File: config.mk
export PLATFORM = sky130hd
export DESIGN_NAME = timed_patrol_motion_sequencer_unit_flat
export DESIGN_NICKNAME = d
export VERILOG_FILES = /design/src/rtl/tpms_pkg.sv /design/src/rtl/tpms_if.sv /design/src/rtl/tpms_step.sv /design/src/rtl/timed_patrol_motion_sequencer_unit.sv /design/src/flat_wrapper.sv
export SDC_FILE = /design/constraint.sdc
export NUM_CORES = 1
export LEC_CHECK = 0
export BUFFER_PORTS_ARGS = -buffer_cell sky130_fd_sc_hd__buf_2
export CORE_MARGIN = 2
export CORE_UTILIZATION = 29
export DETAILED_ROUTE_END_ITERATION = 12
export GPL_TIMING_DRIVEN = 0
export HOLD_SLACK_MARGIN = 0.03
export SLEW_MARGIN = 20
export SYNTH_ARGS = -nofsm -noshare
export SYNTH_HDL_FRONTEND = slang
export SYNTH_HIERARCHICAL = 1
export SYNTH_SLANG_ARGS = --single-unit
File: constraint.sdc
create_clock -name clk_i -period 11.9 [get_ports clk_i]
set_input_delay 0.595 -clock clk_i [delete_from_list [all_inputs] [get_ports clk_i]]
set_output_delay 0.595 -clock clk_i [all_outputs]
set_load 0.01 [all_outputs]
File: src/rtl/tpms_pkg.sv
// Package with the shared types and constants of the timed patrol motion sequencer.
`timescale 1ns / 1ps

package tpms_pkg;

  // Default parameter values.
  localparam int unsigned TimeWidth   = 32;
  localparam int unsigned AngleWidth  = 16;
  localparam int unsigned ZigzagLimit = 8;

  // Configuration port geometry.
  localparam int unsigned CfgIdxWidth  = 3;
  localparam int unsigned CfgDataWidth = 32;

  // Width of the zig-zag counter.
  localparam int unsigned ZzCountWidth = 4;

  // Configuration register indexes.
  localparam logic [CfgIdxWidth-1:0] RegForwardForce  = 3'd0;
  localparam logic [CfgIdxWidth-1:0] RegMinDistance   = 3'd1;
  localparam logic [CfgIdxWidth-1:0] RegTargetHeight  = 3'd2;
  localparam logic [CfgIdxWidth-1:0] RegSwitchTime    = 3'd3;
  localparam logic [CfgIdxWidth-1:0] RegBackwardTime  = 3'd4;
  localparam logic [CfgIdxWidth-1:0] RegRotateTime    = 3'd5;
  localparam logic [CfgIdxWidth-1:0] RegZigzagStep    = 3'd6;
  localparam logic [CfgIdxWidth-1:0] RegHeadingOffset = 3'd7;

  // Sequencer phase codes, also the action field of a result.
  localparam logic [1:0] ActForward  = 2'd0;
  localparam logic [1:0] ActBackward = 2'd1;
  localparam logic [1:0] ActRotate   = 2'd2;
  localparam logic [1:0] ActWait     = 2'd3;

  // Register reset values.
  localparam logic [31:0] SwitchTimeRst    = 32'd10000;
  localparam logic [31:0] BackwardTimeRst  = 32'd2000;
  localparam logic [31:0] RotateTimeRst    = 32'd2000;
  localparam logic [14:0] ZigzagStepRst    = 15'd2731;
  localparam logic [15:0] HeadingOffsetRst = 16'd1456;

  // Initial heading in degrees.
  localparam longint unsigned HeadingInitDeg = 295;

  // Configuration register file contents.
  typedef struct packed {
    logic signed [15:0] fwd_thrust;
    logic        [15:0] stop_distance;
    logic signed [15:0] target_height;
    logic        [31:0] fwd_timeout;
    logic        [31:0] backward_time;
    logic        [31:0] rotate_time;
    logic        [14:0] zigzag_step;
    logic        [15:0] heading_offset;
  } cfg_t;

  // One result item.
  typedef struct packed {
    logic signed [16:0] force_res;
    logic signed [15:0] height;
    logic        [15:0] yaw_target;
    logic        [1:0]  action;
  } res_t;

endpackage

File: src/rtl/tpms_if.sv
// Valid/ready channel interfaces for the step requests and the result items.
`timescale 1ns / 1ps

interface tpms_in_if #(
  parameter int unsigned TIME_WIDTH = tpms_pkg::TimeWidth
);
  logic                    valid;
  logic                    ready;
  logic                    mode;
  logic [TIME_WIDTH-1:0]   now_ms;
  logic [15:0]             distance;
  logic signed [15:0]      yaw_measured;

  modport source (output valid, mode, now_ms, distance, yaw_measured, input ready);
  modport sink   (input valid, mode, now_ms, distance, yaw_measured, output ready);
endinterface

interface tpms_out_if;
  logic               valid;
  logic               ready;
  logic signed [16:0] force_res;
  logic signed [15:0] height;
  logic        [15:0] yaw_target;
  logic        [1:0]  action;

  modport source (output valid, force_res, height, yaw_target, action, input ready);
  modport sink   (input valid, force_res, height, yaw_target, action, output ready);
endinterface

File: src/rtl/tpms_step.sv
// Combinational step logic: phase transition, timer, zig-zag and result forming.
`timescale 1ns / 1ps

module tpms_step #(
  parameter int unsigned TIME_WIDTH   = tpms_pkg::TimeWidth,
  parameter int unsigned ANGLE_WIDTH  = tpms_pkg::AngleWidth,
  parameter int unsigned ZIGZAG_LIMIT = tpms_pkg::ZigzagLimit
) (
  input  tpms_pkg::cfg_t                      cfg_i,
  input  logic                                mode_i,
  input  logic [TIME_WIDTH-1:0]               now_ms_i,
  input  logic [15:0]                         distance_i,
  input  logic signed [15:0]                  yaw_measured_i,
  input  logic [1:0]                          action_i,
  input  logic [TIME_WIDTH-1:0]               timer_start_i,
  input  logic [tpms_pkg::ZzCountWidth-1:0]   zz_count_i,
  input  logic                                zz_neg_i,
  input  logic [ANGLE_WIDTH-1:0]              heading_i,
  output logic [1:0]                          action_o,
  output logic [TIME_WIDTH-1:0]               timer_start_o,
  output logic [tpms_pkg::ZzCountWidth-1:0]   zz_count_o,
  output logic                                zz_neg_o,
  output logic [ANGLE_WIDTH-1:0]              heading_o,
  output tpms_pkg::res_t                      res_o
);

  localparam int unsigned CmpWidth = (TIME_WIDTH > 32) ? TIME_WIDTH : 32;
  localparam int unsigned IncWidth = tpms_pkg::ZzCountWidth + 1;
  localparam logic [IncWidth-1:0] Limit = IncWidth'(ZIGZAG_LIMIT);
  localparam logic [ANGLE_WIDTH-1:0] QTurn = ANGLE_WIDTH'(1) << (ANGLE_WIDTH - 2);
  localparam logic [ANGLE_WIDTH-1:0] TQTurn = QTurn + (QTurn << 1);

  logic [TIME_WIDTH-1:0]  elapsed;
  logic [CmpWidth-1:0]    elapsed_ext;
  logic                   fwd_end;
  logic                   bwd_end;
  logic                   wait_end;
  logic [IncWidth-1:0]    cnt_inc;
  logic [ANGLE_WIDTH-1:0] offset;
  logic [ANGLE_WIDTH-1:0] step;
  logic [ANGLE_WIDTH-1:0] base;
  logic                   sub_step;
  logic signed [17:0]     f_ext;
  logic signed [17:0]     neg3;

  // Elapsed time since the last restart, modulo the time width.
  assign elapsed     = now_ms_i - timer_start_i;
  assign elapsed_ext = CmpWidth'(elapsed);

  assign fwd_end  = (distance_i < cfg_i.stop_distance) ||
                    (elapsed_ext > CmpWidth'(cfg_i.fwd_timeout));
  assign bwd_end  = elapsed_ext > CmpWidth'(cfg_i.backward_time);
  assign wait_end = elapsed_ext > CmpWidth'(cfg_i.rotate_time);

  assign cnt_inc = IncWidth'(zz_count_i) + IncWidth'(1);

  // Phase sequencer with timer restart and zig-zag bookkeeping.
  always_comb begin
    action_o      = action_i;
    timer_start_o = timer_start_i;
    zz_count_o    = zz_count_i;
    zz_neg_o      = zz_neg_i;
    if (mode_i) begin
      timer_start_o = now_ms_i;
    end else begin
      unique case (action_i)
        tpms_pkg::ActForward: begin
          if (fwd_end) begin
            action_o      = tpms_pkg::ActBackward;
            timer_start_o = now_ms_i;
            if (cnt_inc > Limit) begin
              zz_count_o = '0;
              zz_neg_o   = !zz_neg_i;
            end else begin
              zz_count_o = cnt_inc[tpms_pkg::ZzCountWidth-1:0];
            end
          end
        end
        tpms_pkg::ActBackward: begin
          if (bwd_end) begin
            action_o      = tpms_pkg::ActRotate;
            timer_start_o = now_ms_i;
          end
        end
        tpms_pkg::ActRotate: begin
          action_o = tpms_pkg::ActWait;
        end
        tpms_pkg::ActWait: begin
          if (wait_end) begin
            action_o      = tpms_pkg::ActForward;
            timer_start_o = now_ms_i;
          end
        end
        default: begin
          action_o = action_i;
        end
      endcase
    end
  end

  // New heading on entering rotate: the zig-zag step is subtracted when the
  // measured yaw and the zig-zag direction disagree in sense.
  assign offset   = ANGLE_WIDTH'(cfg_i.heading_offset);
  assign step     = ANGLE_WIDTH'(cfg_i.zigzag_step);
  assign base     = ((yaw_measured_i > 16'sd0) ? TQTurn : QTurn) + offset;
  assign sub_step = (yaw_measured_i > 16'sd0) ? zz_neg_i : !zz_neg_i;

  always_comb begin
    heading_o = heading_i;
    if (!mode_i && action_o == tpms_pkg::ActRotate) begin
      heading_o = sub_step ? (base - step) : (base + step);
    end
  end

  // Backward thrust is floor(-1.5 * forward thrust).
  assign f_ext = 18'(cfg_i.fwd_thrust);
  assign neg3  = -(f_ext + (f_ext <<< 1));

  always_comb begin
    res_o.height     = cfg_i.target_height;
    res_o.yaw_target = 16'(heading_o);
    res_o.action     = action_o;
    case (action_o)
      tpms_pkg::ActForward:  res_o.force_res = 17'(cfg_i.fwd_thrust);
      tpms_pkg::ActBackward: res_o.force_res = neg3[17:1];
      default:               res_o.force_res = '0;
    endcase
  end

endmodule

File: src/rtl/timed_patrol_motion_sequencer_unit.sv
// Top level of the timed patrol motion sequencer: registers, handshake and config port.
`timescale 1ns / 1ps

// A request is captured in the input register, and its result is loaded into the
// output register when the request leaves it; a start request gives no result.
// Throughput: one request per cycle while the output register is free or being read;
// the step logic between the input register and the output register is combinational.
// The output register lets a new request enter while a result waits to be taken.
// Reset (rst_ni low, asynchronous) clears the pipeline, the phase, timer and zig-zag
// state, and loads the configuration registers with their default values.
module timed_patrol_motion_sequencer_unit #(
  parameter int unsigned TIME_WIDTH   = tpms_pkg::TimeWidth,
  parameter int unsigned ANGLE_WIDTH  = tpms_pkg::AngleWidth,
  parameter int unsigned ZIGZAG_LIMIT = tpms_pkg::ZigzagLimit
) (
  input  logic                                 clk_i,
  input  logic                                 rst_ni,
  input  logic                                 cfg_we_i,
  input  logic [tpms_pkg::CfgIdxWidth-1:0]     cfg_idx_i,
  input  logic [tpms_pkg::CfgDataWidth-1:0]    cfg_data_i,
  tpms_in_if.sink                              in_req,
  tpms_out_if.source                           out_res
);

  localparam longint unsigned HeadInitFull =
      ((tpms_pkg::HeadingInitDeg << ANGLE_WIDTH) + 64'd180) / 64'd360;
  localparam logic [ANGLE_WIDTH-1:0] HeadInit = HeadInitFull[ANGLE_WIDTH-1:0];

  tpms_pkg::cfg_t cfg_q;

  // Input register.
  logic                    s1_valid_q;
  logic                    s1_mode_q;
  logic [TIME_WIDTH-1:0]   s1_now_q;
  logic [15:0]             s1_dist_q;
  logic signed [15:0]      s1_yaw_q;

  // Sequencer state.
  logic [1:0]                         action_q, action_d;
  logic [TIME_WIDTH-1:0]              timer_start_q, timer_start_d;
  logic [tpms_pkg::ZzCountWidth-1:0]  zz_count_q, zz_count_d;
  logic                               zz_neg_q, zz_neg_d;
  logic [ANGLE_WIDTH-1:0]             heading_q, heading_d;

  // Output register.
  logic           out_valid_q;
  tpms_pkg::res_t res_q;
  tpms_pkg::res_t res_d;

  logic s1_fire;
  logic out_load;
  logic in_fire;

  // A start request needs no output slot; a step request needs a free one.
  assign s1_fire  = s1_valid_q && (s1_mode_q || !out_valid_q || out_res.ready);
  assign out_load = s1_fire && !s1_mode_q;
  assign in_req.ready = !s1_valid_q || s1_fire;
  assign in_fire  = in_req.valid && in_req.ready;

  // Configuration register writes.
  always_ff @(posedge clk_i or negedge rst_ni) begin
    if (!rst_ni) begin
      cfg_q.fwd_thrust     <= '0;
      cfg_q.stop_distance  <= '0;
      cfg_q.target_height  <= '0;
      cfg_q.fwd_timeout    <= tpms_pkg::SwitchTimeRst;
      cfg_q.backward_time  <= tpms_pkg::BackwardTimeRst;
      cfg_q.rotate_time    <= tpms_pkg::RotateTimeRst;
      cfg_q.zigzag_step    <= tpms_pkg::ZigzagStepRst;
      cfg_q.heading_offset <= tpms_pkg::HeadingOffsetRst;
    end else if (cfg_we_i) begin
      unique case (cfg_idx_i)
        tpms_pkg::RegForwardForce:  cfg_q.fwd_thrust     <= signed'(cfg_data_i[15:0]);
        tpms_pkg::RegMinDistance:   cfg_q.stop_distance  <= cfg_data_i[15:0];
        tpms_pkg::RegTargetHeight:  cfg_q.target_height  <= signed'(cfg_data_i[15:0]);
        tpms_pkg::RegSwitchTime:    cfg_q.fwd_timeout    <= cfg_data_i[31:0];
        tpms_pkg::RegBackwardTime:  cfg_q.backward_time  <= cfg_data_i[31:0];
        tpms_pkg::RegRotateTime:    cfg_q.rotate_time    <= cfg_data_i[31:0];
        tpms_pkg::RegZigzagStep:    cfg_q.zigzag_step    <= cfg_data_i[14:0];
        tpms_pkg::RegHeadingOffset: cfg_q.heading_offset <= cfg_data_i[15:0];
        default: begin
          cfg_q <= cfg_q;
        end
      endcase
    end
  end

  // Input register valid flag.
  always_ff @(posedge clk_i or negedge rst_ni) begin
    if (!rst_ni) begin
      s1_valid_q <= 1'b0;
    end else if (in_req.ready) begin
      s1_valid_q <= in_req.valid;
    end
  end

  // Input register payload.
  always_ff @(posedge clk_i) begin
    if (in_fire) begin
      s1_mode_q <= in_req.mode;
      s1_now_q  <= in_req.now_ms;
      s1_dist_q <= in_req.distance;
      s1_yaw_q  <= in_req.yaw_measured;
    end
  end

  tpms_step #(
    .TIME_WIDTH  (TIME_WIDTH),
    .ANGLE_WIDTH (ANGLE_WIDTH),
    .ZIGZAG_LIMIT(ZIGZAG_LIMIT)
  ) u_step (
    .cfg_i         (cfg_q),
    .mode_i        (s1_mode_q),
    .now_ms_i      (s1_now_q),
    .distance_i    (s1_dist_q),
    .yaw_measured_i(s1_yaw_q),
    .action_i      (action_q),
    .timer_start_i (timer_start_q),
    .zz_count_i    (zz_count_q),
    .zz_neg_i      (zz_neg_q),
    .heading_i     (heading_q),
    .action_o      (action_d),
    .timer_start_o (timer_start_d),
    .zz_count_o    (zz_count_d),
    .zz_neg_o      (zz_neg_d),
    .heading_o     (heading_d),
    .res_o         (res_d)
  );

  // Sequencer state update when the request leaves the input register.
  always_ff @(posedge clk_i or negedge rst_ni) begin
    if (!rst_ni) begin
      action_q      <= tpms_pkg::ActForward;
      timer_start_q <= '0;
      zz_count_q    <= '0;
      zz_neg_q      <= 1'b0;
      heading_q     <= HeadInit;
    end else if (s1_fire) begin
      action_q      <= action_d;
      timer_start_q <= timer_start_d;
      zz_count_q    <= zz_count_d;
      zz_neg_q      <= zz_neg_d;
      heading_q     <= heading_d;
    end
  end

  // Output register valid flag.
  always_ff @(posedge clk_i or negedge rst_ni) begin
    if (!rst_ni) begin
      out_valid_q <= 1'b0;
    end else if (out_load) begin
      out_valid_q <= 1'b1;
    end else if (out_res.ready) begin
      out_valid_q <= 1'b0;
    end
  end

  // Output register payload.
  always_ff @(posedge clk_i) begin
    if (out_load) begin
      res_q <= res_d;
    end
  end

  assign out_res.valid      = out_valid_q;
  assign out_res.force_res  = res_q.force_res;
  assign out_res.height     = res_q.height;
  assign out_res.yaw_target = res_q.yaw_target;
  assign out_res.action     = res_q.action;

endmodule

File: src/flat_wrapper.sv
// flat-port wrapper written by rule: the top's interface ports become plain ports
module timed_patrol_motion_sequencer_unit_flat 
#(
  parameter int unsigned TIME_WIDTH   = tpms_pkg::TimeWidth,
  parameter int unsigned ANGLE_WIDTH  = tpms_pkg::AngleWidth,
  parameter int unsigned ZIGZAG_LIMIT = tpms_pkg::ZigzagLimit
)
  (clk_i, rst_ni, cfg_we_i, cfg_idx_i, cfg_data_i, in_req_valid, in_req_mode, in_req_now_ms, in_req_distance, in_req_yaw_measured, in_req_ready, out_res_valid, out_res_force_res, out_res_height, out_res_yaw_target, out_res_action, out_res_ready);
  tpms_in_if #(.TIME_WIDTH(TIME_WIDTH)) in_req_i ();
  tpms_out_if out_res_i ();
  input  logic clk_i;
  input  logic rst_ni;
  input  logic cfg_we_i;
  input  logic [tpms_pkg::CfgIdxWidth-1:0] cfg_idx_i;
  input  logic [tpms_pkg::CfgDataWidth-1:0] cfg_data_i;
  input wire logic [$bits(in_req_i.valid)-1:0] in_req_valid;
  input wire logic [$bits(in_req_i.mode)-1:0] in_req_mode;
  input wire logic [$bits(in_req_i.now_ms)-1:0] in_req_now_ms;
  input wire logic [$bits(in_req_i.distance)-1:0] in_req_distance;
  input wire logic [$bits(in_req_i.yaw_measured)-1:0] in_req_yaw_measured;
  output wire logic [$bits(in_req_i.ready)-1:0] in_req_ready;
  output wire logic [$bits(out_res_i.valid)-1:0] out_res_valid;
  output wire logic [$bits(out_res_i.force_res)-1:0] out_res_force_res;
  output wire logic [$bits(out_res_i.height)-1:0] out_res_height;
  output wire logic [$bits(out_res_i.yaw_target)-1:0] out_res_yaw_target;
  output wire logic [$bits(out_res_i.action)-1:0] out_res_action;
  input wire logic [$bits(out_res_i.ready)-1:0] out_res_ready;
  assign in_req_i.valid = in_req_valid;
  assign in_req_i.mode = in_req_mode;
  assign in_req_i.now_ms = in_req_now_ms;
  assign in_req_i.distance = in_req_distance;
  assign in_req_i.yaw_measured = in_req_yaw_measured;
  assign in_req_ready = in_req_i.ready;
  assign out_res_valid = out_res_i.valid;
  assign out_res_force_res = out_res_i.force_res;
  assign out_res_height = out_res_i.height;
  assign out_res_yaw_target = out_res_i.yaw_target;
  assign out_res_action = out_res_i.action;
  assign out_res_i.ready = out_res_ready;
  timed_patrol_motion_sequencer_unit #(.TIME_WIDTH(TIME_WIDTH), .ANGLE_WIDTH(ANGLE_WIDTH), .ZIGZAG_LIMIT(ZIGZAG_LIMIT)) u_core (.clk_i(clk_i), .rst_ni(rst_ni), .cfg_we_i(cfg_we_i), .cfg_idx_i(cfg_idx_i), .cfg_data_i(cfg_data_i), .in_req(in_req_i), .out_res(out_res_i));
endmodule
==> metrics.txt, run 1 <==
outcome=finished, final reports clean; Slew Limit Fails=0; gate count after technology mapping=1,888; largest net degree at the start of global routing=78; Filler Cell Count=7,185; DP HPWL=41.4 mm; area of the multi-input gates=0.0104 mm2; CTS Buffer Depth=3; CTS tree=built; Clock Pin Slew Worst Setup and Hold Paths=approximately 0.06 ns; Die X-Extent=273 um; initial antenna violation count=5; Async S/R FF share, synth=between 60% and 70%; post-synthesis mux area share=between 10% and 20%; Least-Margin Pin Slew=1.02 ns; mapped cell area=0.0210 mm2; Max Fclk=137 MHz; GP Congestion=0.850; Core Region=0.0716 mm2; Initial DRC Count=760; post-placement worst setup slack=slightly below 5 ns; layout cells sized above 1=26.7%; Crit Path Max Fanout=10; Final Cycle Share=between 60% and 70%; clock sink total=about 350; PD cells=251 mW/mm2; Seq pwr share=about 28%; syn avg cell area=between 10 and 15 um2; Max-Cap Viols=0; Int Pwr=0.00378 W; number of H-tree levels=2; RR Startpoint=u_core/s1_now_q[0]; unrepaired setup endpoints after global routing=no; total power=0.00621 W; die area=approximately 0.075 mm2; PnR worst setup slack=4.63 ns; post-synthesis adder-cell area fraction=11.5%; final WL=~56 mm; GRT Overall Usage=between 10% and 20%; DR pass1 iterations=5; Starting Density=between 20% and 30%; port bufs=152; Hold Path Class=in -> reg; CTS buffer count=43; CP Launch Point=u_core/s1_now_q[0]; Clk Latency, worst-skew pair=0.61 ns; vias=15.1k; Tmin final=7.27 ns; Final Hold Viols=0; worst hold path startpoint=in_req_distance[4]; Avg Vias per Cell=4.90; ys flop type=dfrtp_1; Crit path required time=12.19 ns; row count=98; Yosys cell types=76; largest family of logic cells by synthesized area=multiplexers; worst setup path category=reg -> reg; FF-to-FF setup slack=4.63 ns; IO Pins=158; placed instance area=0.0232 mm2; Fin Setup TNS=0 ns; drt wl/cell=18.1 um; # setup viols final=0; fin area=0.0247 mm2; switching share of power=between 30% and 40%; ANT nets after route=0; Syn Nets=2,185; vias in the first global route=15.5k; Post-Synth XOR/XNOR Area=between 2 and 3%; Post-synth EDFFs=116; Comb pwr share=48.8%; Ant. Diodes=0; clock power share=a little under a quarter; nets@finish=2,389; register area=between 0.009 and 0.01 mm2; FF+latch count, synth=around 350; Slew Limit Headroom=31.6%; Post-CTS Setup Repair Bufs=0; post-synthesis simple-gate area fraction=12.0%; post-synthesis sequential area ratio=44.4%; DRC=0; post-route clock skew=0.0314 ns; peak supply drop=between 0.1 and 0.15 mV; Sw Pwr=0.00243 W; Die Ht=about 270 um; first-pass GRT wire length=86.4 mm; Syn-to-layout area delta=17.5%; grt ovf=0; yosys warns=6; cell leakage power=between 10 and 15 nW; Critical Path Start Type=flop; Worst Path Arrival=about 7.6 ns; Clock Root Buffer=clkbuf_16; CP Capture Type=flop; Synth Area in Compound Gates=10.7%
-- placed cells by master (no fill, tap or decap), types with 12 or more instances in the layout --
cell and n:
a211oi_1 13, a21o_1 26, a21oi_1 109, buf_2 169
buf_4 40, clkbuf_1 39, clkbuf_16 43, dfrtp_1 194
dfstp_2 38, edfxtp_1 116, ha_1 190, inv_1 183
mux2_2 203, nand2_1 105, nand2b_1 64, nand3_1 26
nand4_1 21, nand4bb_1 45, nor2_1 55, nor2b_1 14
nor3_1 16, o211ai_1 62, o21a_1 12, o21ai_0 57
o21bai_1 12, xnor2_1 50, xor2_1 22
-- stage by stage --
step | util (%) | cells | hold slack, ns
floorplan | - | 1888 | 0.299
global placement | 32.1 | 2990 | 0.474
detailed placement | 32.3 | 2996 | 0.479
CTS | 34.5 | 3077 | 0.119
global route | 34.5 | 3077 | 0.130
finish | 34.5 | 3077 | 0.163
-- cell type report --
class | instances | area share, %
Buffer | 103 | 2.56
Inverter | 183 | 2.78
Clock buffer | 52 | 4.69
Clock inverter | 28 | 1.59
Tap cell | 950 | 4.81
Timing Repair Buffer | 159 | 3.74
Sequential cell | 348 | 37.8
Multi-Input combinational cell | 1254 | 42.1
-- cell usage after synthesis, types with 5 or more instances --
| cell type | instances | area share (%) |
|---|---|---|
| mux2_2 | 203 | 11 |
| dfrtp_1 | 194 | 23 |
| ha_1 | 190 | 11 |
| inv_1 | 183 | 3.3 |
| edfxtp_1 | 116 | 17 |
| a21oi_1 | 109 | 2.6 |
| nand2_1 | 105 | 1.9 |
| nand2b_1 | 64 | 1.9 |
| o211ai_1 | 62 | 2.2 |
| o21ai_0 | 57 | 1.4 |
| nor2_1 | 55 | 0.98 |
| xnor2_1 | 50 | 2.1 |
| nand4bb_1 | 45 | 2.4 |
| buf_4 | 40 | 1.4 |
| dfstp_2 | 38 | 4.7 |
| clkbuf_1 | 35 | 0.62 |
| a21o_1 | 26 | 0.93 |
| nand3_1 | 26 | 0.62 |
| xor2_1 | 22 | 0.92 |
| nand4_1 | 21 | 0.62 |
| buf_2 | 18 | 0.43 |
| nor3_1 | 16 | 0.38 |
| nor2b_1 | 15 | 0.45 |
| a211oi_1 | 13 | 0.46 |
| o21a_1 | 13 | 0.46 |
| o21bai_1 | 12 | 0.43 |
| mux2_4 | 10 | 0.71 |
| or3_1 | 10 | 0.30 |
| or4bb_1 | 10 | 0.54 |
| and3_1 | 9 | 0.27 |
| buf_6 | 8 | 0.43 |
| and4_1 | 7 | 0.29 |
| mux2_1 | 7 | 0.37 |
| o31ai_1 | 7 | 0.25 |
| a31oi_1 | 6 | 0.18 |
| and2_1 | 5 | 0.15 |
| or2_2 | 5 | 0.15 |
-- repair_timing --
action / in CTS / in global routing
hold endpoints to repair: 52 / 0
resized for setup: 0 / 0
setup endpoints to repair: 0 / 0
hold buffers: 1 / 0
-- logic make-up after synthesis --
| group | Yosys count |
|---|---|
| AO/OA/AOI/OAI | 349 |
| XOR/XNOR | 72 |
| adder cells (fa/ha/maj) | 192 |
| buffers and inverters | 286 |
| flip-flops | 348 |
| multiplexers | 224 |
| AND/OR/NAND/NOR | 417 |
-- routing by layer --
metal	GRT usage [%]	part of all wire (%)	vias to the layer above
li1	-	-	7192
met1	18.7	44	7476
met2	25.4	49	315
met3	2.52	4.2	91
met4	4.86	2.8	4
met5	0	0.048	-
-- final timing paths --
| check | endpoint | cells past startpoint |
|---|---|---|
| min in group asynchronous | u_core/timer_start_q[27] | 2 |
| hold / removal | u_core/s1_dist_q[4] | 1 |
| setup / recovery | u_core/out_res.force_res[2] | 22 |
| setup reg to reg | u_core/out_res.force_res[2] | 22 |
| max in group asynchronous | u_core/cfg_q[21] | 5 |
| hold reg to reg | u_core/cfg_q[87] | 1 |
-- registers in the layout, summed over array words and instances, names as in the netlist --
signal / count
u_core/action_q: 2
u_core/cfg_q: 175
u_core/heading_q: 16
u_core/out_res.action: 2
u_core/out_res.force_res: 17
u_core/out_res.height: 16
u_core/out_res.valid: 1
u_core/out_res.yaw_target: 16
u_core/s1_dist_q: 16
u_core/s1_mode_q: 1
u_core/s1_now_q: 32
u_core/s1_valid_q: 1
u_core/s1_yaw_q: 16
u_core/timer_start_q: 32
u_core/zz_count_q: 4
u_core/zz_neg_q: 1
-- power groups by stage --
stage | clock, W | combinational, W | sequential, W
floorplan | 0 | 0.00223 | 0.00173
global placement | 0 | 0.00292 | 0.00176
detailed placement | 0 | 0.00301 | 0.00177
CTS | 0.00147 | 0.00304 | 0.00175
global route | 0.00152 | 0.00340 | 0.00179
finish | 0.00143 | 0.00303 | 0.00175
-- critical path: stages (launching register included) --
cell      delay (ns)
edfxtp_1        0.42
inv_1           0.08
ha_1            0.17
inv_1           0.06
fa_1            0.41
a211oi_1        0.23
nor2_1          0.12
o21ai_0         0.72
o221ai_1        0.42
o211ai_1        0.33
nand3_1         0.13
a31o_2          0.25
a21oi_1         0.17
xnor2_1         0.17
ha_1            0.34
nand4_1         0.13
or4_1           0.67
nor3_1          0.46
or4_4           0.21
buf_6           0.15
nand3_1         0.26
nor2_1          0.86
a311oi_1        0.24
Note: power is estimated with default switching activity, not from simulation.
==> run 2, diff against run 1 <==
==> constraint.sdc (replaced) <==
create_clock -name clk_i -period 7.2 [get_ports clk_i]
set_input_delay 0.36 -clock clk_i [delete_from_list [all_inputs] [get_ports clk_i]]
set_output_delay 0.36 -clock clk_i [all_outputs]
set_load 0.01 [all_outputs]
==> run 2 against run 1 <==
  * Maximum frequency is 7.3% higher
  * Sequential power is 66% higher
  * Non-clock buffer count is 80 higher
  * Final cell count is 2.7% higher
  * Register-to-register slack worse by 4.2 ns
  * Largest cell class unchanged
  * Routed wire length is 0.83% higher
  * Via count is 1.9% higher
  * Utilization is 1.1 points higher
==> metrics.txt, run 2 (same netlist as run 1, synthesis figures left out) <==
DR pass1 iterations=5 (unchanged); PnR worst setup slack=0.420 ns (was 4.63 ns); Final Hold Viols=0 (unchanged); clock sink total=348 (unchanged); vias in the first global route=15.8k (was 15.5k); CTS tree=built (unchanged); Worst Path Arrival=7.19 ns (was 7.57 ns); DRC=0 (unchanged); most common cell after layout, fill and taps aside=mux2_2 (unchanged); Clock Pin Slew Worst Setup and Hold Paths=0.06 ns (about the same); Crit path required time=7.61 ns (was 12.19 ns); Core Region=0.0716 mm2 (unchanged); DP HPWL=41.4 mm (unchanged); Hold Path Class=in -> reg (unchanged); vias=15.4k (was 15.1k); ANT nets after route=0 (unchanged); PD cells=403 mW/mm2 (was 251 mW/mm2); GRT busiest layer=met2 (unchanged); GRT met1 Usage=18.9% (was 18.7%); Largest regs=u_core/cfg_q (175), u_core/s1_now_q (32), u_core/timer_start_q (32) (unchanged); CP Capture Type=flop (unchanged); CTS Buffer Depth=3 (unchanged); grt ovf=0 (unchanged); cell leakage power=11.0 nW (was 10.7 nW); nets@finish=2,469 (was 2,389); port bufs=152 (unchanged); Final Cycle Share=94.2% (was 61.1%); placed instance area=0.0232 mm2 (unchanged); Syn-to-layout area delta=21.4% (was 17.5%); post-route clock skew=0.0316 ns (was 0.0314 ns); post-placement worst setup slack=0.106 ns (was 4.81 ns); Slew Limit Headroom=37.4% (was 31.6%); Max Fclk=147 MHz (was 137 MHz); row count=98 (unchanged); outcome=finished, final reports clean (unchanged); Clock Root Buffer=clkbuf_16 (unchanged); IO Pins=158 (unchanged); Avg Vias per Cell=4.86 (was 4.90); Largest register FFs=175 (unchanged); CTS buffer count=43 (unchanged); Initial DRC Count=815 (was 760); Least-Margin Pin Slew=0.931 ns (was 1.02 ns); largest net degree at the start of global routing=78 (unchanged); number of H-tree levels=2 (unchanged); final WL=56.3 mm (was 55.8 mm); GRT met2 Usage=25.7% (was 25.4%); Crit Path Max Fanout=10 (unchanged); peak supply drop=0.181 mV (was 0.110 mV); first-pass GRT wire length=87.3 mm (was 86.4 mm); Max-Cap Viols=0 (unchanged); commonest cells after routing, fill and taps aside=mux2_2, dfrtp_1, ha_1 (unchanged); drt wl/cell=17.8 um (was 18.1 um); # setup viols final=0 (unchanged); layout cells sized above 1=25.8% (was 26.7%); M3 GR Usage=2.43% (was 2.52%); Filler Cell Count=7,116 (was 7,185); unrepaired setup endpoints after global routing=no (unchanged); initial antenna violation count=3 (was 5); Post-CTS Setup Repair Bufs=0 (unchanged); Fin Setup TNS=0 ns (unchanged); GRT Overall Usage=14.9% (was 14.8%); Die X-Extent=273 um (unchanged); worst setup path category=reg -> reg (unchanged); Critical Path Start Type=flop (unchanged); Die Ht=273 um (unchanged); die area=0.0747 mm2 (unchanged); Tmin final=6.78 ns (was 7.27 ns); GP Congestion=0.850 (unchanged); FF-to-FF setup slack=0.42 ns (was 4.63 ns); Slew Limit Fails=0 (unchanged); Clk Latency, worst-skew pair=0.61 ns (about the same); Starting Density=29.4% (unchanged); fin area=0.0255 mm2 (was 0.0247 mm2); Biggest register=u_core/cfg_q (unchanged)
[run 2: layer usage]
layer  routed length, um  part of all wire [%]
met5                  13                 0.023
met4                1540                   2.7
met3                2240                   4.0
met2               27900                    50
met1               24600                    44
[run 2: repair_timing]
item / 4_1_cts / 5_1_grt
setup endpoints to repair: 0 / 56
resized for setup: 0 / 4
hold endpoints to repair: 156 / 0
hold buffers: 81 / 0
[run 2: through the flow]
step	hold slack, ns	total power [W]	std cells	utilization [%]
floorplan	0.0644	0.00654	1888	-
global placement	0.474	0.00774	2990	32.1
detailed placement	0.309	0.00791	2996	32.3
CTS	0.0372	0.0104	3157	35.6
global route	0.0673	0.0111	3157	35.6
finish	0.0853	0.0103	3161	35.7
[run 2: where the power goes]
group	switching (W)	leakage, nW	internal [W]
registers	0.000309	3.86	0.00259
logic	0.00278	6.44	0.00227
clock network	0.000937	0.748	0.00142
total	0.00403	11.0	0.00627
[run 2: cell type report]
| cell class | count | area (um2) | area share (%) |
|---|---|---|---|
| Buffer | 103 | 633 | 2.48 |
| Sequential cell | 348 | 9340 | 36.6 |
| Antenna cell | 4 | 10.0 | 0.0392 |
| Multi-Input combinational cell | 1254 | 10400 | 40.7 |
| Clock buffer | 52 | 1160 | 4.54 |
| Tap cell | 950 | 1190 | 4.66 |
| Clock inverter | 28 | 394 | 1.54 |
| Inverter | 183 | 687 | 2.69 |
| Timing Repair Buffer | 239 | 1720 | 6.75 |
[run 2: final timing paths]
path / start / to / depth (start not counted)
min reg2reg: u_core/cfg_q[87] / u_core/cfg_q[87] / 1
max in group asynchronous: rst_ni / u_core/cfg_q[21] / 5
max reg2reg: u_core/s1_now_q[0] / u_core/out_res.force_res[15] / 23
min in group asynchronous: rst_ni / u_core/timer_start_q[27] / 2
min: cfg_data_i[31] / u_core/cfg_q[94] / 2
max: u_core/s1_now_q[0] / u_core/out_res.force_res[15] / 23
[run 2: critical path: stages (launching register included)]
cell and delay [ns]:
edfxtp_1 0.42, inv_1 0.08, ha_1 0.17, inv_1 0.06, fa_1 0.41, a211oi_1 0.23, nor2_1 0.12, o21ai_1 0.48
o221ai_1 0.36, o211ai_1 0.32, nand3_1 0.13, a31o_2 0.25, a21oi_1 0.17, xnor2_1 0.17, ha_1 0.34, nand4_1 0.13
or4_1 0.67, o211a_1 0.37, or4_4 0.51, buf_6 0.17, nand3_1 0.27, clkbuf_1 0.40, o21ai_0 0.14, a21oi_1 0.25
==> run 3, diff against run 2 <==
--- a/config.mk
+++ b/config.mk
@@ -7,11 +7,12 @@
 export LEC_CHECK = 0
 export BUFFER_PORTS_ARGS = -buffer_cell sky130_fd_sc_hd__buf_2
 export CORE_MARGIN = 2
-export CORE_UTILIZATION = 29
+export CORE_UTILIZATION = 61
+export CTS_CLUSTER_DIAMETER = 100
 export DETAILED_ROUTE_END_ITERATION = 12
 export GPL_TIMING_DRIVEN = 0
 export HOLD_SLACK_MARGIN = 0.03
-export SLEW_MARGIN = 20
+export PLACE_DENSITY = 0.81
 export SYNTH_ARGS = -nofsm -noshare
 export SYNTH_HDL_FRONTEND = slang
 export SYNTH_HIERARCHICAL = 1
==> run 3 against run 2 <==
  * Flip-flop and latch count stayed put
  * Clock skew is 0.011 ns lower
  * Combinational power is 2% higher
  * Die area is 52% lower
  * Via count is 3.0% higher
  * Routed wire length is 7.3% lower
  * Utilization is 36 points higher
  * Setup slack better by 0.14 ns
  * Maximum frequency is 2.1% higher
  * Largest power group unchanged
  * Sequential power hardly changed
  * Design area is 3.9% lower
  * Register-to-register slack better by 0.14 ns
==> metrics.txt, run 3 (same netlist as run 1, synthesis figures left out) <==
outcome=finished, final reports clean (unchanged); die area=0.0360 mm2 (was 0.0747 mm2); Crit path required time=7.61 ns (about the same); Least-Margin Pin Slew=0.971 ns (was 0.931 ns); most common cell after layout, fill and taps aside=mux2_2 (unchanged); Die X-Extent=190 um (was 273 um); Largest register FFs=175 (unchanged); vias=15.8k (was 15.4k); Critical Path Start Type=flop (unchanged); ANT nets after route=0 (unchanged); worst hold path startpoint=in_req_valid (was cfg_data_i[31]); Worst Path Arrival=7.05 ns (was 7.19 ns); Syn-to-layout area delta=16.6% (was 21.4%); layout cells sized above 1=25.4% (was 25.8%); IO Pins=158 (unchanged); Largest regs=u_core/cfg_q (175), u_core/s1_now_q (32), u_core/timer_start_q (32) (unchanged); Starting Density=61.4% (was 29.4%); drt wl/cell=19.8 um (was 17.8 um); grt ovf=0 (unchanged); Max-Cap Viols=0 (unchanged); crit-path cells=inv_1 -> ha_1 -> inv_1 -> fa_1 -> a211oi_1 -> nor2_1 -> o21ai_1 -> o221ai_1 -> o211ai_1 -> nand3_1 -> a31o_2 -> a21oi_1 -> xnor2_1 -> ha_1 -> nand4_1 -> or4_1 -> o211a_1 -> or3_1 -> a21bo_2 -> nand3_1 -> buf_4 -> mux2_2 -> nand2_1 -> o211ai_1 (was inv_1 -> ha_1 -> inv_1 -> fa_1 -> a211oi_1 -> nor2_1 -> o21ai_1 -> o221ai_1 -> o211ai_1 -> nand3_1 -> a31o_2 -> a21oi_1 -> xnor2_1 -> ha_1 -> nand4_1 -> or4_1 -> o211a_1 -> or4_4 -> buf_6 -> nand3_1 -> clkbuf_1 -> o21ai_0 -> a21oi_1); Max Fclk=151 MHz (was 147 MHz); CTS Buffer Depth=3 (unchanged); Buf/Inv on CP=3 (was 4); Clock Root Buffer=clkbuf_16 (unchanged); first-pass GRT wire length=82.8 mm (was 87.3 mm); PD cells=418 mW/mm2 (was 403 mW/mm2); Final Hold Viols=0 (unchanged); row count=68 (was 98); unrepaired setup endpoints after global routing=no (unchanged); Final Cycle Share=92.2% (was 94.2%); Biggest register=u_core/cfg_q (unchanged); largest net degree at the start of global routing=118 (was 78); CTS tree=built (unchanged); DP HPWL=35.9 mm (was 41.4 mm); GP Congestion=0.912 (was 0.850); Ant. Diodes=0 (was 4); Die Ht=190 um (was 273 um); cell leakage power=10.9 nW (was 11.0 nW); CP delay by family, top=compound AO/OA/AOI/OAI gates (unchanged); Filler Cell Count=2,374 (was 7,116); post-route clock skew=0.0203 ns (was 0.0316 ns); CTS buffer count=39 (was 43); number of H-tree levels=2 (unchanged); CP Capture Type=flop (unchanged); GRT Overall Usage=29.1% (was 14.9%); Slew Limit Fails=0 (unchanged); CP max stage cell=or4_1 (unchanged); final WL=52.2 mm (was 56.3 mm); # setup viols final=0 (unchanged); DR pass1 iterations=5 (unchanged); crit-path max cell delay=0.61 ns (was 0.67 ns); vias in the first global route=16.0k (was 15.8k); CP Launch Point=u_core/s1_now_q[0] (unchanged); RR Startpoint=u_core/s1_now_q[0] (unchanged); Core Region=0.0343 mm2 (was 0.0716 mm2); Fin Hold WS=0.0768 ns (was 0.0853 ns); Clk Latency, worst-skew pair=0.54 ns (was 0.61 ns); total power=0.0102 W (was 0.0103 W); DRC=0 (unchanged); Initial DRC Count=1,139 (was 815); port bufs=152 (unchanged); initial antenna violation count=0 (was 3); commonest cells after routing, fill and taps aside=mux2_2, dfrtp_1, ha_1 (unchanged); Tmin final=6.64 ns (was 6.78 ns); Hold Path Class=in -> reg (unchanged); Crit Path Max Fanout=10 (unchanged); Avg Vias per Cell=6.01 (was 4.86); Clock Pin Slew Worst Setup and Hold Paths=0.06 ns (about the same); clock sink total=348 (unchanged); worst setup path category=reg -> reg (unchanged); Slew Limit Headroom=35.3% (was 37.4%); Fin Setup TNS=0 ns (unchanged); nets@finish=2,446 (was 2,469); peak supply drop=0.347 mV (was 0.181 mV)
run 3: cell count changes in the layout (fill, tap and decap cells not counted), moves of 2 or more:
cell / delta
clkinvlp_4: -3
clkbuf_1: +5
clkinv_2: -5
dlygate4sd3_1: -15
clkinv_1: -2
buf_12: -2
diode_2: -4
buf_16: -2
clkinv_4: +2
clkinv_16: -2
run 3: power breakdown:
part	switching, W	internal (W)
sequential	0.000317	0.00259
combinational	0.00285	0.00228
clock	0.000819	0.00139
total	0.00399	0.00626
run 3: per-stage QoR:
step / instances / instance area (um2) / setup WS [ns] / utilization, %
finish: 2634 / 24500 / 0.560 / 71.6
global route: 2634 / 24500 / 0.249 / 71.6
CTS: 2634 / 24500 / 0.478 / 71.5
detailed placement: 2497 / 22400 / 0.510 / 65.4
global placement: 2495 / 22400 / 0.633 / 65.2
floorplan: 1888 / 21000 / 1.67 / -
run 3: worst paths after layout:
| check | depth (start not counted) | slack [ns] | to |
|---|---|---|---|
| max | 24 | 0.56 | u_core/timer_start_q[24] |
| min | 2 | 0.08 | u_core/s1_valid_q |
| max reg2reg | 24 | 0.56 | u_core/timer_start_q[24] |
| min reg2reg | 1 | 0.49 | u_core/cfg_q[86] |
| max in group asynchronous | 3 | 5.62 | u_core/timer_start_q[21] |
| min in group asynchronous | 2 | 0.52 | u_core/cfg_q[169] |
run 3: layer usage:
layer	share of wire (%)	vias up	GRT usage, %
met5	0	-	0
li1	-	7311	-
met4	4.8	0	14.2
met3	5.3	142	3.80
met1	40	7792	36.2
met2	50	576	50.4
run 3: what timing repair did:
action                     4_1_cts  5_1_grt
setup buffers                    0        0
resized for setup                0        4
hold buffers                    66        0
hold endpoints to repair       170        0
setup endpoints to repair        0       20
run 3: area by class of cell:
type | instances | area [um2] | area share [%]
Sequential cell | 348 | 9340 | 38.1
Tap cell | 455 | 569 | 2.32
Clock buffer | 55 | 1140 | 4.65
Inverter | 183 | 687 | 2.80
Clock inverter | 16 | 292 | 1.19
Multi-Input combinational cell | 1254 | 10400 | 42.4
Timing Repair Buffer | 220 | 1480 | 6.03
Buffer | 103 | 633 | 2.58
